## config.mk

```make
export PLATFORM = sky130hd
export DESIGN_NAME = block_ack_receive_scoreboard
export DESIGN_NICKNAME = d
export VERILOG_FILES = /design/src/rtl/bars_pkg.sv /design/src/rtl/bars_ram.sv /design/src/rtl/bars_ctrl.sv /design/src/rtl/bars_dp.sv /design/src/rtl/block_ack_receive_scoreboard.sv
export SDC_FILE = /design/constraint.sdc
export NUM_CORES = 1
export LEC_CHECK = 0
export BUFFER_PORTS_ARGS = -buffer_cell sky130_fd_sc_hd__buf_2
export CORE_MARGIN = 3
export CORE_UTILIZATION = 30
export CTS_CLUSTER_DIAMETER = 120
export DETAILED_ROUTE_END_ITERATION = 6
export SLEW_MARGIN = 0
export SYNTH_ARGS = -nofsm -noshare
export SYNTH_HDL_FRONTEND = slang
export SYNTH_SLANG_ARGS = --single-unit
```

## constraint.sdc

```tcl
create_clock -name clk_i -period 10.8 [get_ports clk_i]
set_input_delay 0 -clock clk_i [delete_from_list [all_inputs] [get_ports clk_i]]
set_output_delay 0 -clock clk_i [all_outputs]
set_load 0.02 [all_outputs]
```

## src/rtl/bars_pkg.sv

```systemverilog
// Shared types and constants for the block ack receive scoreboard.
// No dependencies; bars_ctrl, bars_dp and the top level import this package.
package bars_pkg;

  localparam int SEQ_W      = 12;
  localparam int FRAG_W     = 4;
  localparam int CMD_W      = 2;
  localparam int WSIZE_W    = 7;
  localparam int CFG_IDX_W  = 1;
  localparam int CFG_DATA_W = 12;
  localparam int IN_TDATA_W  = 24;
  localparam int OUT_TDATA_W = 16;

  localparam logic [SEQ_W-1:0]   HALF_RANGE     = 12'd2048;
  localparam logic [WSIZE_W-1:0] WSIZE_RESET    = 7'd64;
  localparam logic [SEQ_W-1:0]   START_SEQ_RESET = 12'd0;

  localparam int WINDOW_DEPTH_DEF = 64;
  localparam int FRAGMENTS_DEF    = 16;

  typedef enum logic [CMD_W-1:0] {
    CMD_RECORD  = 2'd0,
    CMD_ADVANCE = 2'd1,
    CMD_QUERY   = 2'd2
  } bars_cmd_e;

  typedef enum logic [CFG_IDX_W-1:0] {
    CFG_WINDOW_SIZE = 1'd0,
    CFG_START_SEQ   = 1'd1
  } bars_cfg_e;

  // controller -> datapath
  typedef struct packed {
    logic capture;
    logic slide;
    logic clear_step;
    logic rd_issue;
    logic rmw;
    logic out_load;
  } bars_ctrl_t;

  // datapath -> controller
  typedef struct packed {
    logic slide_req;
    logic clear_last;
    logic restart;
    logic out_free;
  } bars_stat_t;

endpackage

```

## src/rtl/bars_ram.sv

```systemverilog
// Generic single-write, single-read RAM with registered read data.
// No dependencies.
module bars_ram #(
  parameter int WIDTH = 16,
  parameter int DEPTH = 64,
  parameter int AW    = (DEPTH > 1) ? $clog2(DEPTH) : 1
) (
  input  logic             clk_i,
  input  logic             wr_en_i,
  input  logic [AW-1:0]    wr_addr_i,
  input  logic [WIDTH-1:0] wr_data_i,
  input  logic             rd_en_i,
  input  logic [AW-1:0]    rd_addr_i,
  output logic [WIDTH-1:0] rd_data_o
);

  logic [WIDTH-1:0] mem_q [DEPTH];
  logic [WIDTH-1:0] rd_data_q;

  always_ff @(posedge clk_i) begin
    if (wr_en_i) begin
      mem_q[wr_addr_i] <= wr_data_i;
    end
    if (rd_en_i) begin
      rd_data_q <= mem_q[rd_addr_i];
    end
  end

  assign rd_data_o = rd_data_q;

endmodule

```

## src/rtl/bars_ctrl.sv

```systemverilog
// Controller state machine for the scoreboard: sequences capture, window
// slide, clearing sweep, bitmap read-modify-write and result hand-off. Uses bars_pkg.
module bars_ctrl (
  input  logic              clk_i,
  input  logic              rst_ni,
  input  logic              in_valid_i,
  output logic              in_ready_o,
  input  bars_pkg::bars_stat_t stat_i,
  output bars_pkg::bars_ctrl_t ctrl_o
);
  import bars_pkg::*;

  typedef enum logic [2:0] {
    ST_IDLE,
    ST_EVAL,
    ST_SLIDE,
    ST_ACCESS,
    ST_FINISH,
    ST_CLEAR_ALL
  } state_e;

  state_e     state_q, state_d;
  bars_ctrl_t ctrl;

  always_comb begin
    state_d = state_q;
    ctrl    = '0;
    case (state_q)
      ST_IDLE: begin
        if (in_valid_i && !stat_i.restart) begin
          ctrl.capture = 1'b1;
          state_d      = ST_EVAL;
        end
      end
      ST_EVAL: begin
        if (stat_i.slide_req) begin
          ctrl.slide = 1'b1;
          state_d    = ST_SLIDE;
        end else begin
          state_d = ST_ACCESS;
        end
      end
      ST_SLIDE: begin
        ctrl.clear_step = 1'b1;
        if (stat_i.clear_last) begin
          state_d = ST_ACCESS;
        end
      end
      ST_ACCESS: begin
        ctrl.rd_issue = 1'b1;
        state_d       = ST_FINISH;
      end
      ST_FINISH: begin
        // rewrite is idempotent while the result waits for the output slot
        ctrl.rmw = 1'b1;
        if (stat_i.out_free) begin
          ctrl.out_load = 1'b1;
          state_d       = ST_IDLE;
        end
      end
      ST_CLEAR_ALL: begin
        ctrl.clear_step = 1'b1;
        if (stat_i.clear_last) begin
          state_d = ST_IDLE;
        end
      end
      default: begin
        state_d = ST_IDLE;
      end
    endcase
    // a new agreement restarts the full sweep
    if (stat_i.restart) begin
      state_d = ST_CLEAR_ALL;
    end
  end

  always_ff @(posedge clk_i or negedge rst_ni) begin
    if (!rst_ni) begin
      state_q <= ST_CLEAR_ALL;
    end else begin
      state_q <= state_d;
    end
  end

  assign in_ready_o = (state_q == ST_IDLE) && !stat_i.restart;
  assign ctrl_o     = ctrl;

endmodule

```

## src/rtl/bars_dp.sv

```systemverilog
// Datapath for the scoreboard: configuration registers, window start, ring base,
// clearing sweep counters, bitmap RAM and output register. Uses bars_pkg, bars_ram.
module bars_dp #(
  parameter int WINDOW_DEPTH = bars_pkg::WINDOW_DEPTH_DEF,
  parameter int FRAGMENTS    = bars_pkg::FRAGMENTS_DEF
) (
  input  logic                             clk_i,
  input  logic                             rst_ni,
  input  logic                             cfg_we_i,
  input  logic [bars_pkg::CFG_IDX_W-1:0]   cfg_index_i,
  input  logic [bars_pkg::CFG_DATA_W-1:0]  cfg_data_i,
  input  logic [bars_pkg::CMD_W-1:0]       item_command_i,
  input  logic [bars_pkg::SEQ_W-1:0]       item_sequence_number_i,
  input  logic [bars_pkg::FRAG_W-1:0]      item_fragment_number_i,
  input  logic                             out_ready_i,
  output logic                             out_valid_o,
  output logic                             out_ack_bit_o,
  output logic [bars_pkg::SEQ_W-1:0]       out_window_start_o,
  output logic                             out_window_moved_o,
  input  bars_pkg::bars_ctrl_t             ctrl_i,
  output bars_pkg::bars_stat_t             stat_o
);
  import bars_pkg::*;

  localparam int AW = (WINDOW_DEPTH > 1) ? $clog2(WINDOW_DEPTH) : 1;
  localparam int CW = $clog2(WINDOW_DEPTH + 1);
  localparam int FRAG_SPACE = 1 << FRAG_W;
  localparam logic [SEQ_W-1:0] DEPTH_SEQ = SEQ_W'(WINDOW_DEPTH);
  localparam logic [AW:0]      DEPTH_AW1 = (AW+1)'(WINDOW_DEPTH);
  localparam logic [AW-1:0]    LAST_SLOT = AW'(WINDOW_DEPTH - 1);
  localparam logic [CW-1:0]    DEPTH_CNT = CW'(WINDOW_DEPTH);

  // configuration and window state
  logic [WSIZE_W-1:0]   wsize_q;
  logic [SEQ_W-1:0]     start_q, start_d;
  logic [AW-1:0]        base_q, base_d;
  logic [AW-1:0]        clr_ptr_q, clr_ptr_d;
  logic [CW-1:0]        clr_cnt_q, clr_cnt_d;
  logic                 restart;

  // captured item
  logic [CMD_W-1:0]     cmd_q;
  logic [SEQ_W-1:0]     seq_q;
  logic [FRAG_W-1:0]    frag_q;
  logic                 moved_q;
  logic                 acc_ok_q;
  logic                 back_q;

  // output register
  logic                 out_valid_q;
  logic                 out_ack_q;
  logic [SEQ_W-1:0]     out_start_q;
  logic                 out_moved_q;

  // slide evaluation
  logic [SEQ_W-1:0]     seq_off;
  logic [SEQ_W-1:0]     w_eff;
  logic [SEQ_W-1:0]     delta;
  logic                 slide_req;
  logic [AW:0]          base_sum;

  // bitmap access
  logic [AW:0]           phys_sum;
  logic [AW-1:0]         phys;
  logic                  acc_ok;
  logic                  ram_we;
  logic [AW-1:0]         ram_waddr;
  logic [FRAGMENTS-1:0]  ram_wdata;
  logic [FRAGMENTS-1:0]  ram_rdata;
  logic [FRAG_SPACE-1:0] rdata_ext;
  logic                  frag_hit;

  assign restart = cfg_we_i && (cfg_index_i == CFG_START_SEQ);

  // distance from window start to the item's sequence, mod 4096
  assign seq_off = seq_q - start_q;

  always_comb begin
    w_eff = {{(SEQ_W-WSIZE_W){1'b0}}, wsize_q};
    if (w_eff == '0) begin
      w_eff = SEQ_W'(1);
    end
    if (w_eff > DEPTH_SEQ) begin
      w_eff = DEPTH_SEQ;
    end
  end

  always_comb begin
    slide_req = 1'b0;
    delta     = seq_off;
    case (cmd_q)
      CMD_RECORD: begin
        slide_req = (seq_off < HALF_RANGE) && (seq_off >= w_eff);
        delta     = seq_off - w_eff + SEQ_W'(1);
      end
      CMD_ADVANCE: begin
        slide_req = (seq_off != '0) && (seq_off < HALF_RANGE);
      end
      default: begin
        slide_req = 1'b0;
      end
    endcase
  end

  assign base_sum = {1'b0, base_q} + {1'b0, delta[AW-1:0]};

  // window state and clearing sweep
  always_comb begin
    start_d   = start_q;
    base_d    = base_q;
    clr_ptr_d = clr_ptr_q;
    clr_cnt_d = clr_cnt_q;
    if (ctrl_i.clear_step) begin
      clr_ptr_d = (clr_ptr_q == LAST_SLOT) ? '0 : clr_ptr_q + AW'(1);
      clr_cnt_d = clr_cnt_q - CW'(1);
    end
    if (ctrl_i.slide) begin
      // clear the slots the window passes, starting at the old base
      start_d   = start_q + delta;
      clr_ptr_d = base_q;
      if (delta >= DEPTH_SEQ) begin
        base_d    = '0;
        clr_cnt_d = DEPTH_CNT;
      end else begin
        base_d    = (base_sum >= DEPTH_AW1) ? AW'(base_sum - DEPTH_AW1) : base_sum[AW-1:0];
        clr_cnt_d = delta[CW-1:0];
      end
    end
    if (restart) begin
      start_d   = cfg_data_i;
      base_d    = '0;
      clr_ptr_d = '0;
      clr_cnt_d = DEPTH_CNT;
    end
  end

  always_ff @(posedge clk_i or negedge rst_ni) begin
    if (!rst_ni) begin
      wsize_q     <= WSIZE_RESET;
      start_q     <= START_SEQ_RESET;
      base_q      <= '0;
      clr_ptr_q   <= '0;
      clr_cnt_q   <= DEPTH_CNT;
      moved_q     <= 1'b0;
      out_valid_q <= 1'b0;
    end else begin
      if (cfg_we_i && (cfg_index_i == CFG_WINDOW_SIZE)) begin
        wsize_q <= cfg_data_i[WSIZE_W-1:0];
      end
      start_q   <= start_d;
      base_q    <= base_d;
      clr_ptr_q <= clr_ptr_d;
      clr_cnt_q <= clr_cnt_d;
      if (ctrl_i.capture) begin
        moved_q <= 1'b0;
      end else if (ctrl_i.slide) begin
        moved_q <= 1'b1;
      end
      if (ctrl_i.out_load) begin
        out_valid_q <= 1'b1;
      end else if (out_ready_i) begin
        out_valid_q <= 1'b0;
      end
    end
  end

  // physical slot of the item's offset in the ring
  assign phys_sum = {1'b0, base_q} + {1'b0, seq_off[AW-1:0]};
  assign phys     = (phys_sum >= DEPTH_AW1) ? AW'(phys_sum - DEPTH_AW1) : phys_sum[AW-1:0];
  assign acc_ok   = (seq_off < DEPTH_SEQ) && ({1'b0, frag_q} < (FRAG_W+1)'(FRAGMENTS)) &&
                    ((cmd_q == CMD_QUERY) || ((cmd_q == CMD_RECORD) && (seq_off < HALF_RANGE)));

  always_ff @(posedge clk_i) begin
    if (ctrl_i.capture) begin
      cmd_q  <= item_command_i;
      seq_q  <= item_sequence_number_i;
      frag_q <= item_fragment_number_i;
    end
    if (ctrl_i.rd_issue) begin
      acc_ok_q <= acc_ok;
      // queried sequence lies before the window start
      back_q   <= seq_off > HALF_RANGE;
    end
    if (ctrl_i.out_load) begin
      out_ack_q   <= (cmd_q == CMD_QUERY) && ((acc_ok_q && frag_hit) || back_q);
      out_start_q <= start_q;
      out_moved_q <= moved_q;
    end
  end

  // widen the bitmap to the full fragment number space; upper bits read as zero
  assign rdata_ext = FRAG_SPACE'(ram_rdata);
  assign frag_hit  = rdata_ext[frag_q];

  // hold the read address across the rewrite
  logic [AW-1:0] acc_addr_q;
  always_ff @(posedge clk_i) begin
    if (ctrl_i.rd_issue) begin
      acc_addr_q <= phys;
    end
  end

  always_comb begin
    ram_we    = 1'b0;
    ram_waddr = clr_ptr_q;
    ram_wdata = '0;
    if (ctrl_i.clear_step) begin
      ram_we = 1'b1;
    end else if (ctrl_i.rmw && acc_ok_q && (cmd_q == CMD_RECORD)) begin
      ram_we    = 1'b1;
      ram_waddr = acc_addr_q;
      ram_wdata = ram_rdata | (FRAGMENTS'(1) << frag_q);
    end
  end

  bars_ram #(
    .WIDTH (FRAGMENTS),
    .DEPTH (WINDOW_DEPTH),
    .AW    (AW)
  ) u_bitmap (
    .clk_i     (clk_i),
    .wr_en_i   (ram_we),
    .wr_addr_i (ram_waddr),
    .wr_data_i (ram_wdata),
    .rd_en_i   (ctrl_i.rd_issue),
    .rd_addr_i (phys),
    .rd_data_o (ram_rdata)
  );

  assign stat_o.slide_req  = slide_req;
  assign stat_o.clear_last = (clr_cnt_q == CW'(1));
  assign stat_o.restart    = restart;
  assign stat_o.out_free   = !out_valid_q || out_ready_i;

  assign out_valid_o        = out_valid_q;
  assign out_ack_bit_o      = out_ack_q;
  assign out_window_start_o = out_start_q;
  assign out_window_moved_o = out_moved_q;

endmodule

```

## src/rtl/block_ack_receive_scoreboard.sv

```systemverilog
// Top level of the block ack receive scoreboard for one agreement.
// Depends on bars_pkg, bars_ctrl, bars_dp (which holds bars_ram).
//
//  channel   direction  payload (low bit first)
//  s_axis    in         command[1:0], sequence_number[13:2], fragment_number[17:14]
//  m_axis    out        ack_bit[0], window_start[12:1], window_moved[13]
//  cfg       in         index 0 window_size, index 1 initial_start_seq
//
// An item passes from transfer through capture, evaluation and bitmap read-modify-write
// to the result register; when it slides the window, a sweep first clears
// min(delta, WINDOW_DEPTH) passed slots: the single write port of the bitmap RAM clears
// one passed slot per cycle. One item is in work at a time; s_axis_tready is high only
// in the idle state, which the controller enters again after each result. After reset,
// and after each write of initial_start_seq, a clearing pass over all WINDOW_DEPTH slots
// runs with s_axis_tready low. A stalled result waits in the output register; the next item may be taken meanwhile.
module block_ack_receive_scoreboard #(
  parameter int WINDOW_DEPTH = bars_pkg::WINDOW_DEPTH_DEF,
  parameter int FRAGMENTS    = bars_pkg::FRAGMENTS_DEF
) (
  input  logic                               clk_i,
  input  logic                               rst_ni,
  input  logic                               s_axis_tvalid,
  output logic                               s_axis_tready,
  // command, sequence_number, fragment_number, zero pad
  input  logic [bars_pkg::IN_TDATA_W-1:0]    s_axis_tdata,
  output logic                               m_axis_tvalid,
  input  logic                               m_axis_tready,
  // ack_bit, window_start, window_moved, zero pad
  output logic [bars_pkg::OUT_TDATA_W-1:0]   m_axis_tdata,
  input  logic                               cfg_we_i,
  input  logic [bars_pkg::CFG_IDX_W-1:0]     cfg_index_i,
  input  logic [bars_pkg::CFG_DATA_W-1:0]    cfg_data_i
);
  import bars_pkg::*;

  bars_ctrl_t         ctrl;
  bars_stat_t         stat;
  logic               out_ack;
  logic [SEQ_W-1:0]   out_start;
  logic               out_moved;

  bars_ctrl u_ctrl (
    .clk_i      (clk_i),
    .rst_ni     (rst_ni),
    .in_valid_i (s_axis_tvalid),
    .in_ready_o (s_axis_tready),
    .stat_i     (stat),
    .ctrl_o     (ctrl)
  );

  bars_dp #(
    .WINDOW_DEPTH (WINDOW_DEPTH),
    .FRAGMENTS    (FRAGMENTS)
  ) u_dp (
    .clk_i                  (clk_i),
    .rst_ni                 (rst_ni),
    .cfg_we_i               (cfg_we_i),
    .cfg_index_i            (cfg_index_i),
    .cfg_data_i             (cfg_data_i),
    .item_command_i         (s_axis_tdata[CMD_W-1:0]),
    .item_sequence_number_i (s_axis_tdata[CMD_W+SEQ_W-1:CMD_W]),
    .item_fragment_number_i (s_axis_tdata[CMD_W+SEQ_W+FRAG_W-1:CMD_W+SEQ_W]),
    .out_ready_i            (m_axis_tready),
    .out_valid_o            (m_axis_tvalid),
    .out_ack_bit_o          (out_ack),
    .out_window_start_o     (out_start),
    .out_window_moved_o     (out_moved),
    .ctrl_i                 (ctrl),
    .stat_o                 (stat)
  );

  assign m_axis_tdata = {{(OUT_TDATA_W-SEQ_W-2){1'b0}}, out_moved, out_start, out_ack};

`ifndef SYNTHESIS
  // one item at a time: a transfer in takes the controller out of the idle state, so tready drops
  a_one_in_flight: assert property (@(posedge clk_i) disable iff (!rst_ni)
    (s_axis_tvalid && s_axis_tready) |=> !s_axis_tready)
    else $error("item accepted while another is in work");

  // only a query reports an ack, and a query never moves the window
  a_moved_no_ack: assert property (@(posedge clk_i) disable iff (!rst_ni)
    (m_axis_tvalid && m_axis_tdata[SEQ_W+1]) |-> !m_axis_tdata[0])
    else $error("result both moved the window and reported an ack");

  // a start-sequence write begins a clearing pass
  a_cfg_clears: assert property (@(posedge clk_i) disable iff (!rst_ni)
    (cfg_we_i && (cfg_index_i == CFG_START_SEQ)) |=> !s_axis_tready)
    else $error("input open right after a new agreement");
`endif

endmodule

```

==> results of run 1 <==
synth_stat cells (all sizes together) (5+ instances only):
master / count / area share
edfxtp: 1080 / 0.71
mux4: 325 / 0.16
nor2: 124 / 0.010
nand2: 78 / 0.0064
ha: 60 / 0.016
o21ai: 59 / 0.0066
clkbuf: 57 / 0.0047
inv: 50 / 0.0041
buf: 49 / 0.0055
a21oi: 46 / 0.0050
dfrtp: 39 / 0.021
xnor2: 29 / 0.0059
mux2: 27 / 0.0067
mux2i: 27 / 0.0059
nor3: 19 / 0.0024
nor2b: 15 / 0.0020
xor2: 15 / 0.0029
a21o: 14 / 0.0023
nand3: 14 / 0.0015
a31oi: 12 / 0.0018
nand2b: 8 / 0.0011
fa: 7 / 0.0031
o21a: 7 / 0.0011
a22o: 6 / 0.0011
a211oi: 5 / 0.00093
and2: 5 / 0.00074
nand3b: 5 / 0.00082
per-stage QoR:
step                setup slack (ns)  total power [mW]
detailed placement             5.120             12.08
global placement               5.094             12.04
finish                         5.103             15.84
global route                   4.475             16.69
CTS                            5.085             16.05
floorplan                      6.051             10.11
power by group through the flow:
| stage | clock, mW | combinational [mW] | sequential, mW |
|---|---|---|---|
| after detailed placement | 0 | 6.85 | 5.23 |
| after global placement | 0 | 6.81 | 5.23 |
| after global routing | 4.19 | 7.34 | 5.16 |
| after floorplan | 0 | 4.92 | 5.20 |
| after CTS | 4.02 | 6.89 | 5.14 |
| final | 3.92 | 6.77 | 5.14 |
sequential cells by signal, indices dropped and copies added (netlist names), 7 cells and up:
signal,cells
u_dp.seq_q,12
u_dp.clr_cnt_q,7
u_dp.u_bitmap.mem_q,1024
u_dp.out_window_start_o,12
u_dp.start_q,12
u_dp.u_bitmap.rd_data_o,16
u_dp.wsize_q,7
worst max-delay path: stages (launching register included):
cell           delay (ns)
dfrtp_1              0.44
inv_1                0.11
ha_1                 0.28
nor2b_1              0.24
o22ai_1              0.15
xnor2_1              0.55
fa_1                 0.61
a21o_1               0.21
a211oi_1             0.23
nor3_1               0.07
a21oi_1              0.32
inv_1                0.09
ha_1                 0.34
nand2_1              0.08
o21ai_0              0.10
or4_1                0.47
a31o_2               0.26
a21oi_1              0.19
xnor2_1              0.14
mux2i_1              0.08
o21ai_1              0.13
dlygate4sd3_1        0.55
repair_timing:
action	4_1_cts	5_1_grt
resized for setup	0	0
hold buffers	43	0
hold endpoints to repair	91	0
area by class of cell:
| type | count | share of cell area |
|---|---|---|
| sequential | 1123 | 0.6269 |
| clock inverter | 67 | 0.01437 |
| clock buffer | 146 | 0.05575 |
| inverter | 51 | 0.003628 |
| antenna | 1 | 0.00004681 |
| multi-input combinational | 966 | 0.2256 |
| tap | 2016 | 0.04718 |
| timing repair buffer | 192 | 0.02659 |
metal layers:
| layer | GRT usage | up-vias | wire length (um) |
|---|---|---|---|
| met3 | 0.01867 | 140 | 5864 |
| li1 | - | 9641 | - |
| met2 | 0.2246 | 613 | 52570 |
| met5 | 0 | - | 0 |
| met4 | 0.03399 | 0 | 2314 |
| met1 | 0.1818 | 11770 | 44860 |
path summary, 6_finish.rpt:
kind / startpoint / slack (ns) / cells past startpoint / endpoint
setup / recovery: u_dp.start_q[1] / 5.10 / 21 / u_dp.start_q[10]
hold / removal: s_axis_tdata[6] / 0.06 / 2 / u_dp.seq_q[4]
setup reg to reg: u_dp.start_q[1] / 5.10 / 21 / u_dp.start_q[10]
hold reg to reg: u_dp.moved_q / 0.48 / 0 / u_dp.out_window_moved_o
max in group asynchronous: rst_ni / 9.81 / 4 / u_dp.base_q[1]
min in group asynchronous: rst_ni / 0.51 / 4 / u_dp.clr_ptr_q[5]
logic make-up (layout without fill, tap and decap cells):
kind of cell	count (synthesis)	count (layout)	share of synthesized area
AOI/OAI and AO/OA	183	183	0.02590
xor gates and xnor gates	44	44	0.008805
adders and majority gates	67	67	0.01941
buffers and inverters	157	456	0.01437
DFF	1123	1123	0.7301
muxes	379	379	0.1721
other	1	3	0.00008170
and+or+nand+nor	291	291	0.02922
==> flow_summary.json, run 1 <==
{
  "yosys_register_bits": 1123,
  "top_level_ports": 60,
  "drc": 0,
  "die_height_um": 397.1,
  "netlist-cell-type-count": 75,
  "timing_hold_violations_final": 0,
  "final_max_slew_viol_count": 0,
  "clock_tree.htree_level_count": 3,
  "rsz0062_at_grt": "no",
  "firstDrtPassIters": 5,
  "synth-edff-count": 1080,
  "finalWirelength_um": 105600,
  "synth_area_per_cell_sq_um": 20.44,
  "final-seq-area_sq_mm": 0.03351,
  "clock_tree.root_cell": "clkbuf_16",
  "finalNonFillerCells": 4562,
  "hpwlAfterDp_um": 61110,
  "setup_total_negative_slack_ns": 0,
  "worst-endpoint-required_ns": 11.39,
  "switching_share": 0.3463,
  "floorplan.initialDensity": 0.3043,
  "synth-warning-count": 0,
  "num_rows": 142,
  "timing_worst_slew_pin_value_ns": 1.128,
  "worst_setup_hold_path_clk_slew_ns": 0.06,
  "width_of_the_die_um": 397.1,
  "max_slew_margin": 0.2474,
  "post_drt_wl_per_cell_um": 23.15,
  "category_of_the_worst_setup_path_capture_point": "register",
  "fmaxAchievable_mhz": 175.5,
  "final_design_area_no_fill_sq_mm": 0.05346,
  "layout.nets": 2555,
  "run_status": "finished clean",
  "critPathKind": "register to register",
  "final_antenna_net_count": 0,
  "insertion_delay_ns": 0.72,
  "postSynthCellCount": 2245,
  "number_of_vias_in_the_routed_layout": 22170,
  "mostFrequentLayoutCells": "edfxtp_1, mux4_2, clkbuf_16",
  "power_switching_mw": 5.485,
  "timing.final.setup_violations": 0,
  "critPathMaxFanout": 5,
  "whs_ns": 0.05672,
  "sequential_cell_fraction_of_total_power": 0.325,
  "mostFrequentLayoutCell": "edfxtp_1",
  "p_leak_nw": 16.19,
  "grt_max_degree": 65,
  "die-area_sq_mm": 0.1577,
  "drv_cap": 0,
  "port_buffers": 51,
  "postSynth.topFlopCell": "edfxtp_1",
  "worstPathArrival_ns": 6.29,
  "num-fill-cells": 13870,
  "cts_tree": "yes",
  "via_count_of_the_first_global_routing_pass": 22810,
  "design.core.area_sq_mm": 0.1508,
  "register_area_share_after_synthesis": 0.7301,
  "gpl.final_weighted_congestion": 0.8029,
  "p_int_mw": 10.35,
  "number_of_antenna_violations_at_the_first_check_in_global_routing": 1,
  "clock_path_buffers": 3,
  "placed_area_sq_mm": 0.04928,
  "dpl.cell_count": 4305,
  "worst_ir_drop_vdd_mv": 0.2425,
  "cts_buffers": 112,
  "timing.final.crit_share": 0.5275,
  "global_route_wire_length_before_repair_um": 155400,
  "groute.usage.overall": 0.1333,
  "layout-drive-gt1-share": 0.3061,
  "synthesis.area_sq_mm": 0.04590,
  "period_minus_slack_ns": 5.697,
  "fin_worst_skew_ns": 0.07699,
  "clkPwrFrac": 0.248,
  "postSynth.asyncResetShare": 0.03829,
  "hold_class": "input pin to register",
  "postCtsSetupBuffers": 0,
  "multiInputGateArea_sq_mm": 0.01206,
  "power.density_cell_area_mw_per_mm2": 296.3,
  "avgViaCountPerCell": 4.859,
  "grt-ovfl-total": 0,
  "cts.sinks": 1123,
  "drtIter0Drc": 2154,
  "utilization": 0.3544,
  "areaGrowthSynthToFinish_pct": 16.48,
  "pwr-share-comb": 0.428,
  "crit_path_start_kind": "register"
}
Power figures use the tool's default switching activity.
==> inputs of run 2 (changes only) <==
==> constraint.sdc (replaced) <==
create_clock -name clk_i -period 4.8 [get_ports clk_i]
set_input_delay 0 -clock clk_i [delete_from_list [all_inputs] [get_ports clk_i]]
set_output_delay 0 -clock clk_i [all_outputs]
set_load 0.02 [all_outputs]
==> flow_summary.json, run 2 (synthesis results as in run 1) <==
{
  "run_status": "finished clean",
  "width_of_the_die_um": 397.1,
  "top_level_ports": 60,
  "sequential_cell_fraction_of_total_power": 0.305,
  "cts_buffers": 114,
  "dpl.cell_count": 4408,
  "pwr-share-comb": 0.468,
  "layout-drive-gt1-share": 0.3404,
  "timing_worst_slew_pin_value_ns": 1.251,
  "setup_total_negative_slack_ns": 0,
  "largest_register": "u_dp.u_bitmap.mem_q",
  "final_design_area_no_fill_sq_mm": 0.05456,
  "period_minus_slack_ns": 4.734,
  "rsz0062_at_grt": "yes",
  "multiInputGateArea_sq_mm": 0.01222,
  "worst_setup_hold_path_clk_slew_ns": 0.06,
  "p_leak_nw": 16.82,
  "port_buffers": 51,
  "layout.nets": 2657,
  "grt-ovfl-total": 0,
  "grt_max_degree": 66,
  "post_drt_wl_per_cell_um": 23.07,
  "timing_hold_violations_final": 0,
  "firstDrtPassIters": 5,
  "hold_class": "input pin to register",
  "final_antenna_net_count": 0,
  "timing.final.setup_violations": 0,
  "placed_area_sq_mm": 0.05034,
  "worst_ir_drop_vdd_mv": 0.6520,
  "final_max_slew_viol_count": 0,
  "avgViaCountPerCell": 4.859,
  "power_switching_mw": 13.02,
  "mostFrequentLayoutCell": "edfxtp_1",
  "utilization": 0.3617,
  "number_of_antenna_violations_at_the_first_check_in_global_routing": 3,
  "design.core.area_sq_mm": 0.1508,
  "global_route_wire_length_before_repair_um": 158700,
  "hpwlAfterDp_um": 64140,
  "areaGrowthSynthToFinish_pct": 18.88,
  "clock_tree.root_cell": "clkbuf_16",
  "crit_path_start_kind": "register",
  "final-seq-area_sq_mm": 0.03351,
  "fin_worst_skew_ns": 0.07233,
  "clkPwrFrac": 0.227,
  "drc": 0,
  "worstPathArrival_ns": 5.33,
  "number_of_flip_flops_in_the_largest_register": 1024,
  "p_int_mw": 24.91,
  "num-fill-cells": 13760,
  "groute.usage.overall": 0.1353,
  "insertion_delay_ns": 0.71,
  "max_slew_margin": 0.1646,
  "switching_share": 0.3432,
  "num_rows": 142,
  "drv_cap": 0,
  "critPathMaxFanout": 4,
  "category_of_the_worst_setup_path_capture_point": "register",
  "cts.sinks": 1123,
  "via_count_of_the_first_global_routing_pass": 23500,
  "fmaxAchievable_mhz": 211.2,
  "timing.final.crit_share": 0.9862,
  "number_of_vias_in_the_routed_layout": 22670,
  "finalWirelength_um": 107600,
  "drtIter0Drc": 2153,
  "finalNonFillerCells": 4665,
  "mostFrequentLayoutCells": "edfxtp_1, mux4_2, buf_4",
  "die-area_sq_mm": 0.1577,
  "floorplan.initialDensity": 0.3043,
  "critPathKind": "register to register",
  "worst-endpoint-required_ns": 5.39,
  "clock_path_buffers": 3,
  "power.density_cell_area_mw_per_mm2": 695.1,
  "die_height_um": 397.1,
  "clock_tree.htree_level_count": 3,
  "cts_tree": "yes",
  "gpl.final_weighted_congestion": 0.7975
}
run 2: changes by cell type in the layout (fill, tap and decap cells not counted), moves of 6 or more:
| cell | before | now |
|---|---|---|
| buf_4 | 98 | 181 |
| dlygate4sd3_1 | 43 | 37 |
| clkinv_1 | 20 | 26 |
| clkinvlp_4 | 9 | 2 |
| buf_12 | 0 | 23 |
run 2: final timing paths:
path                                   from                 endpoint  slack, ns  cells after the start
setup reg to reg            u_dp.start_q[0]         u_dp.start_q[11]       0.07                     23
max in group asynchronous            rst_ni        u_dp.clr_ptr_q[4]       3.84                      4
hold / removal             s_axis_tdata[11]            u_dp.seq_q[9]       0.06                      2
hold reg to reg                u_dp.moved_q  u_dp.out_window_moved_o       0.45                      0
min in group asynchronous            rst_ni          u_dp.start_q[9]       0.52                      4
setup / recovery            u_dp.start_q[0]         u_dp.start_q[11]       0.07                     23
run 2: repair_timing:
item	CTS	global route
endpoints found under the setup margin	1	9
endpoints found under the hold margin	91	0
setup buffers	2	1
hold buffers	37	0
resized for setup	13	18
pin swaps	6	5
gates cloned	0	0
run 2: cell type report:
class                      count  share of cell area
inverter                      51            0.003554
antenna                        2          0.00009173
tap                         2016             0.04623
timing repair buffer         292             0.04481
clock buffer                 150             0.05591
clock inverter                65             0.01126
multi-input combinational    966              0.2239
sequential                  1123              0.6142
run 2: critical path, cell delays in order (launching register included):
cell	delay (ns)
dfrtp_1	0.38
ha_1	0.20
inv_1	0.07
fa_2	0.45
ha_1	0.32
inv_1	0.05
ha_1	0.22
fa_2	0.43
a21o_1	0.17
a211oi_1	0.22
nor3_1	0.06
a21oi_1	0.17
inv_1	0.06
ha_1	0.22
nor3_1	0.17
o211ai_1	0.13
a31oi_2	0.18
nor2b_1	0.07
o21a_1	0.20
o41ai_2	0.22
buf_4	0.16
xnor2_1	0.06
or3_1	0.30
a31oi_1	0.16
run 2: per-layer routing:
layer / vias up / GRT usage / routed length (um)
met5: - / 0 / 0
met2: 642 / 0.2255 / 52910
met3: 132 / 0.01895 / 5822
met1: 12050 / 0.1877 / 46780
met4: 0 / 0.03226 / 2108
li1: 9841 / - / -
run 2: power groups by stage:
stage / clock network [mW] / logic, mW / registers [mW]
final: 8.60 / 17.8 / 11.6
after detailed placement: 0 / 17.4 / 11.8
after global routing: 9.18 / 19.1 / 11.6
after global placement: 0 / 17.4 / 11.8
after CTS: 8.78 / 17.8 / 11.6
after floorplan: 0 / 11.1 / 11.7
run 2: metrics by stage:
step	setup slack, ns	hold slack, ns	total power, mW
5_1_grt	-0.2389	0.02814	39.90
3_3_place_gp	-0.2033	0.1688	29.16
4_1_cts	0.001740	0.01268	38.11
2_1_floorplan	0.05066	-0.2956	22.76
3_5_place_dp	-0.2304	0.1598	29.20
6_report	0.06606	0.05721	37.93
